### src/rtl/core/vna_pkg.sv
`timescale 1ns / 1ps
// ----------------------------------------------------------------------------
// Vertex normal accumulator package
// Shared widths, command codes and controller/datapath signal groups.
// ----------------------------------------------------------------------------
package vna_pkg;

   localparam int MaxVertices = 1024;
   localparam int SumWidth    = 24;
   localparam int IdxWidth    = 10;
   localparam int AddrWidth   = $clog2(MaxVertices);
   localparam int PosWidth    = 16;
   localparam int NrmWidth    = 16;
   localparam int PosRowWidth = 3 * PosWidth;
   localparam int SumRowWidth = 3 * SumWidth;
   localparam int ProdWidth   = 36;
   localparam int CrossWidth  = 37;
   localparam int MagWidth    = 37;
   localparam int SqWidth     = 62;
   localparam int RootWidth   = 31;

   typedef enum logic [1:0] {
      FUNC_LOAD  = 2'd0,
      FUNC_TRI   = 2'd1,
      FUNC_READ  = 2'd2,
      FUNC_CLEAR = 2'd3
   } func_type;

   // Controller to datapath.
   typedef struct packed {
      logic       latch_req;    // capture the request fields
      logic       pos_write;    // write the load position
      logic [1:0] pos_rd_sel;   // 0 corner a, 1 corner b, 2 corner c
      logic [1:0] pos_cap_sel;  // which corner register takes read data
      logic       pos_cap;
      logic       cross_step;   // one cross product partial step
      logic       cross_init;
      logic [1:0] sum_sel;      // corner whose sum is addressed
      logic       sum_cap;      // capture sum read data as a vector
      logic       norm_start;
      logic       sum_write;    // write saturated sum at selected corner
      logic       clr_write;    // clear sweep write
      logic       clr_init;
      logic       rsp_load;
   } cmd_type;

   // Datapath to controller.
   typedef struct packed {
      logic cross_done;
      logic norm_done;
      logic norm_zero;
      logic clr_last;
      logic in_range;       // all used indices in the table
   } sts_type;

endpackage

### src/rtl/core/vna_ctrl.sv
`timescale 1ns / 1ps
// ----------------------------------------------------------------------------
// Vertex normal accumulator controller
// Sequences memory reads, the cross product, normalisation, the three sum
// updates, the clear sweep and the response handshake.
// ----------------------------------------------------------------------------
module vna_ctrl (
   input  logic               clock,
   input  logic               reset,
   input  logic               req_valid,
   output logic               req_ready,
   input  logic [1:0]         req_func,
   output logic               rsp_valid,
   input  logic               rsp_ready,
   output vna_pkg::cmd_type   cmd,
   input  vna_pkg::sts_type   sts
);
   typedef enum logic [13:0] {
      S_IDLE   = 14'b00000000000001,
      S_DECODE = 14'b00000000000010,
      S_PRD    = 14'b00000000000100,
      S_PCAP   = 14'b00000000001000,
      S_CROSS  = 14'b00000000010000,
      S_SRD    = 14'b00000000100000,
      S_SCAP   = 14'b00000001000000,
      S_NSTART = 14'b00000010000000,
      S_NWAIT  = 14'b00000100000000,
      S_URD    = 14'b00001000000000,
      S_UCAP   = 14'b00010000000000,
      S_UWR    = 14'b00100000000000,
      S_CLEAR  = 14'b01000000000000,
      S_RSP    = 14'b10000000000000
   } state_type;

   state_type  state_ff, state_in;
   logic [1:0] func_ff, func_in;
   logic [1:0] k_ff, k_in;
   logic       rsp_valid_ff, rsp_valid_in;

   // Next-state and command decode.
   always_comb begin
      state_in     = state_ff;
      func_in      = func_ff;
      k_in         = k_ff;
      rsp_valid_in = rsp_valid_ff;
      cmd          = '0;
      cmd.pos_rd_sel  = k_ff;
      cmd.pos_cap_sel = k_ff;
      cmd.sum_sel     = k_ff;
      if (rsp_valid_ff && rsp_ready) rsp_valid_in = 1'b0;
      unique case (state_ff)
         S_IDLE: begin
            if (req_valid) begin
               cmd.latch_req = 1'b1;
               func_in  = req_func;
               state_in = S_DECODE;
            end
         end
         S_DECODE: begin
            k_in = '0;
            unique case (func_ff)
               vna_pkg::FUNC_LOAD: begin
                  cmd.pos_rd_sel = 2'd0;
                  cmd.pos_write  = sts.in_range;
                  state_in = S_IDLE;
               end
               vna_pkg::FUNC_TRI: state_in = sts.in_range ? S_PRD : S_IDLE;
               vna_pkg::FUNC_READ: begin
                  if (sts.in_range) begin
                     cmd.sum_sel = 2'd0;
                     state_in = S_SRD;
                  end else begin
                     state_in = S_RSP;
                  end
               end
               default: begin
                  cmd.clr_init = 1'b1;
                  state_in = S_CLEAR;
               end
            endcase
         end
         S_PRD: state_in = S_PCAP;
         S_PCAP: begin
            cmd.pos_cap = 1'b1;
            if (k_ff == 2'd2) begin
               cmd.cross_init = 1'b1;
               state_in = S_CROSS;
            end else begin
               k_in = k_ff + 2'd1;
               state_in = S_PRD;
            end
         end
         S_CROSS: begin
            cmd.cross_step = 1'b1;
            if (sts.cross_done) state_in = S_NSTART;
         end
         S_SRD: begin
            cmd.sum_sel = 2'd0;
            state_in = S_SCAP;
         end
         S_SCAP: begin
            cmd.sum_cap = 1'b1;
            state_in = S_NSTART;
         end
         S_NSTART: begin
            cmd.norm_start = 1'b1;
            state_in = S_NWAIT;
         end
         S_NWAIT: begin
            if (sts.norm_done) begin
               k_in = '0;
               if (func_ff == vna_pkg::FUNC_READ) state_in = S_RSP;
               else if (sts.norm_zero) state_in = S_IDLE;
               else state_in = S_URD;
            end
         end
         S_URD: state_in = S_UCAP;
         S_UCAP: begin
            cmd.sum_cap = 1'b1;
            state_in = S_UWR;
         end
         S_UWR: begin
            cmd.sum_write = 1'b1;
            if (k_ff == 2'd2) begin
               state_in = S_IDLE;
            end else begin
               k_in = k_ff + 2'd1;
               state_in = S_URD;
            end
         end
         S_CLEAR: begin
            cmd.clr_write = 1'b1;
            if (sts.clr_last) state_in = S_IDLE;
         end
         S_RSP: begin
            if (!rsp_valid_ff || rsp_ready) begin
               cmd.rsp_load = 1'b1;
               rsp_valid_in = 1'b1;
               state_in = S_IDLE;
            end
         end
         default: state_in = S_IDLE;
      endcase
   end

   // Reset starts a sweep that zeroes every sum before the first request.
   always_ff @(posedge clock) begin
      if (reset) begin
         state_ff     <= S_CLEAR;
         rsp_valid_ff <= 1'b0;
         func_ff      <= vna_pkg::FUNC_LOAD;
         k_ff         <= '0;
      end else begin
         state_ff     <= state_in;
         rsp_valid_ff <= rsp_valid_in;
         func_ff      <= func_in;
         k_ff         <= k_in;
      end
   end

   assign req_ready = (state_ff == S_IDLE);
   assign rsp_valid = rsp_valid_ff;

   // A request is only taken in the idle state.
   a_ready_idle: assert property (@(posedge clock) disable iff (reset)
      req_ready |-> state_ff == S_IDLE) else $error("ready outside idle");
   // A response is only loaded from the response state.
   a_rsp_load: assert property (@(posedge clock) disable iff (reset)
      cmd.rsp_load |-> state_ff == S_RSP) else $error("response load out of place");
   // Sum writes and clear writes never coincide.
   a_sum_excl: assert property (@(posedge clock) disable iff (reset)
      !(cmd.sum_write && cmd.clr_write)) else $error("sum write clash");
   // Response valid rises only after a load.
   a_rsp_rise: assert property (@(posedge clock) disable iff (reset)
      $rose(rsp_valid) |-> $past(cmd.rsp_load)) else $error("response without load");
endmodule

### config.mk
export PLATFORM = sky130hd
export DESIGN_NAME = vna_ctrl
export DESIGN_NICKNAME = d
export VERILOG_FILES = /design/src/rtl/core/vna_pkg.sv /design/src/rtl/core/vna_ctrl.sv
export SDC_FILE = /design/constraint.sdc
export NUM_CORES = 1
export LEC_CHECK = 0
export ABC_AREA = 1
export BUFFER_PORTS_ARGS = -buffer_cell sky130_fd_sc_hd__buf_2
export CORE_MARGIN = 2
export CORE_UTILIZATION = 40
export DETAILED_ROUTE_END_ITERATION = 10
export PLACE_DENSITY = 0.61
export RECOVER_POWER = 25
export REMOVE_ABC_BUFFERS = 1
export SLEW_MARGIN = 20
export SYNTH_ARGS = -nofsm -noshare
export SYNTH_HDL_FRONTEND = slang
export SYNTH_SLANG_ARGS = --single-unit
### constraint.sdc
create_clock -name clock -period 2 [get_ports clock]
set_input_delay 0.1 -clock clock [delete_from_list [all_inputs] [get_ports clock]]
set_output_delay 0.1 -clock clock [all_outputs]
set_load 0.01 [all_outputs]
==> run summary <==
Initial antenna violation count - 0
Die span in y - 62.2 µm
Largest net degree at the start of global routing - 17
Max Clk Rate - 0.540 GHz
Critical Path AT - 1.75 ns
Syn-to-layout area delta - 18.6%
Yosys synthesis warning count - 0
Wire length of the first global-routing pass - 5490 µm
Vias/cell - 4.73
Remaining DRCs - 0
Metal2 WL - 1570 µm
Cells after Synth - 219
Clock skew - 0.00365 ns
Crit. End Element - output pin
Initial core utilization - 41.3%
Crit Path Category - reg -> out
H-Tree Depth - 1
CP max stage cell - dfxtp_1
Row count - 21
Post-synth EDFFs - 0
Drt total wl - 3270 µm
CP cell instances - nor2_1, nand2_2, nor2_2, buf_4, nand2_1, o21ai_0, buf_2
Pre-CTS setup slack - 0.298 ns
Sequential-to-total area share from yosys stat - 28.0%
Initial DRC count - 62
Share of flip-flops with an asynchronous set or reset - 0%
Total number of vias - 1410
DRT met1 WL - 1590 µm
Slowest cell delay on critical path - 0.36 ns
Clk sink count - 19
Power density over the cells - 665 nW/µm²
Synth cell types - 25
Core area - 3280 µm²
Leakage - 0.879 nW
Dominant synthesized flop cell - dfxtp_1
Worst skew pair latency - 0.30 ns
GR Overflow Total - 0
Antenna Nets Post-Route - 0
Clock root buffer - clkbuf_4
DR WL met3 - 64 µm
Die Span X - 62.2 µm
Peak VDD IR - 0.365 mV
Critical path required time - 1.90 ns
Vias in the first global route - 1269
Slew HR - 67.5%
CTS Buffer Depth - 2
RePlAce Congestion - 0.936
# setup viols final - 0
Setup ws final - 0.147 ns
Die area - 3870 µm²
Max-cap viol count - 0
Final period util - 92.7%
Initial DRT Pass Iterations - 4
Worst slew pin tran - 0.487 ns
# IOs - 30
Total CTS buffers - 3
Delay-heaviest family, CP - simple AND/OR/NAND/NOR gates
Setup_tns - 0 ns
Total track usage - 17.3%
Total Nets Final - 265
Highest routed layer - met4
Hold_ws - 0.0707 ns
Slew Viols, Final - 0
Number of port buffers - 29
CTS tree - done
Yosys reg bits - 19
DP HPWL - 2630 µm
Hold WC Path Type - in -> reg
Clock Pin Slew Worst Setup and Hold Paths - 0.12 ns
Buf/Inv on CP - 2
Final hold vios - 0
Crit start category - flop
Status - finished, final reports clean
CP Max Fanout - 6
Ant. Diodes - 0
Average size of a mapped cell - 6.19 µm²
Synthesized area - 1360 µm²
RSZ-0062 raised after global routing - no
Layout cells sized above 1 - 24.6%
Wirelength per Cell - 11.0 µm
Tmin final - 1.85 ns
==> cell usage in the layout (no fill, tap or decap), drive strengths merged <==
| cell type | count |
|---|---|
| nor2 | 53 |
| dfxtp | 19 |
| nand2 | 43 |
| dlygate4sd3 | 1 |
| inv | 43 |
| buf | 28 |
| nand3 | 17 |
| o22ai | 1 |
| o21ai | 7 |
| ha | 1 |
| nand4 | 10 |
| nand3b | 6 |
| and3 | 1 |
| clkbuf | 8 |
| nor3 | 9 |
| a21oi | 5 |
==> cells by family (layout without fill, tap and decap cells) <==
family	count (synthesis)	after routing	share of synthesized area (%)
adders and majority gates	1	1	0.922
DFF	19	19	28.0
AOI/OAI and AO/OA	13	13	5.17
and+or+nand+nor	139	139	51.5
buffers and inverters	47	80	14.4
==> metrics by stage <==
step | std cells | area [µm²] | total power [mW] | utilization [%]
floorplan | 215 | 1320 | 0.741 | -
global placement | 291 | 1530 | 0.858 | 46.7
detailed placement | 291 | 1530 | 0.858 | 46.7
CTS | 296 | 1570 | 1.06 | 47.8
global route | 298 | 1610 | 1.15 | 49.0
finish | 298 | 1610 | 1.07 | 49.0
==> where the power goes <==
group | internal (mW) | switching, mW | total, mW
registers | 0.406 | 0.0276 | 0.433
logic | 0.147 | 0.287 | 0.434
clock network | 0.0776 | 0.125 | 0.203
==> per-layer routing <==
metal | up-vias | GRT usage, %
met3 | 4 | 2.36
met2 | 18 | 27.9
met4 | 0 | 7.50
met5 | - | 0
li1 | 751 | -
met1 | 637 | 23.2
==> synth_stat cells, types with 2 or more instances <==
master | n | area (µm²)
o21ai_0 | 7 | 35.0
a21oi_1 | 4 | 20.0
inv_2 | 6 | 22.5
buf_6 | 2 | 22.5
nor2_1 | 44 | 165
nor2_4 | 4 | 45.0
nand3_2 | 4 | 40.0
nor2_2 | 5 | 31.3
nand4_1 | 10 | 62.6
nand2_2 | 3 | 18.8
nand2_1 | 38 | 143
nand2_4 | 2 | 22.5
dfxtp_1 | 19 | 380
nor3_1 | 8 | 40.0
inv_1 | 37 | 139
nand3_1 | 13 | 65.1
nand3b_1 | 5 | 37.5
==> layout make-up <==
cell class / instances / area, µm²
fillers: 371 / 1680
multi-input cells: 153 / 808
flip-flops and latches: 19 / 380
repair buffers: 33 / 173
inverters: 43 / 164
well taps: 46 / 57.6
clock buffers: 4 / 26.3
==> worst paths after layout <==
check	startpoint	to	slack, ns	cells past startpoint
worst max-delay path	state_ff[0]	cmd[5]	0.15	7
worst min register to register	func_ff[1]	func_ff[1]	0.55	2
worst max register to register	state_ff[0]	k_ff[1]	0.26	12
worst min-delay path	rsp_ready	rsp_valid	0.07	4
==> worst register-to-register path: stages (launching register included) <==
cell and delay (ns):
dfxtp_1 0.36, nor2_1 0.19, nand2_2 0.13, nor2_2 0.26
buf_4 0.21, nand2_4 0.06, nand2_2 0.09, inv_2 0.04
nand2_2 0.07, nand3_1 0.09, nand2_1 0.07, nand2_1 0.04
nor2_1 0.09
==> state kept, by name, summed over array words and instances (netlist names) <==
signal	flops
func_ff	2
state_ff	14
k_ff	2
rsp_valid	1
==> timing repair <==
item | CTS | global route
hold buffers | 1 | 0
setup endpoints to repair | 0 | 5
hold endpoints to repair | 3 | 0
setup buffers | 0 | 2
gates resized for setup | 0 | 7
Note: power is estimated with default switching activity, not from simulation.
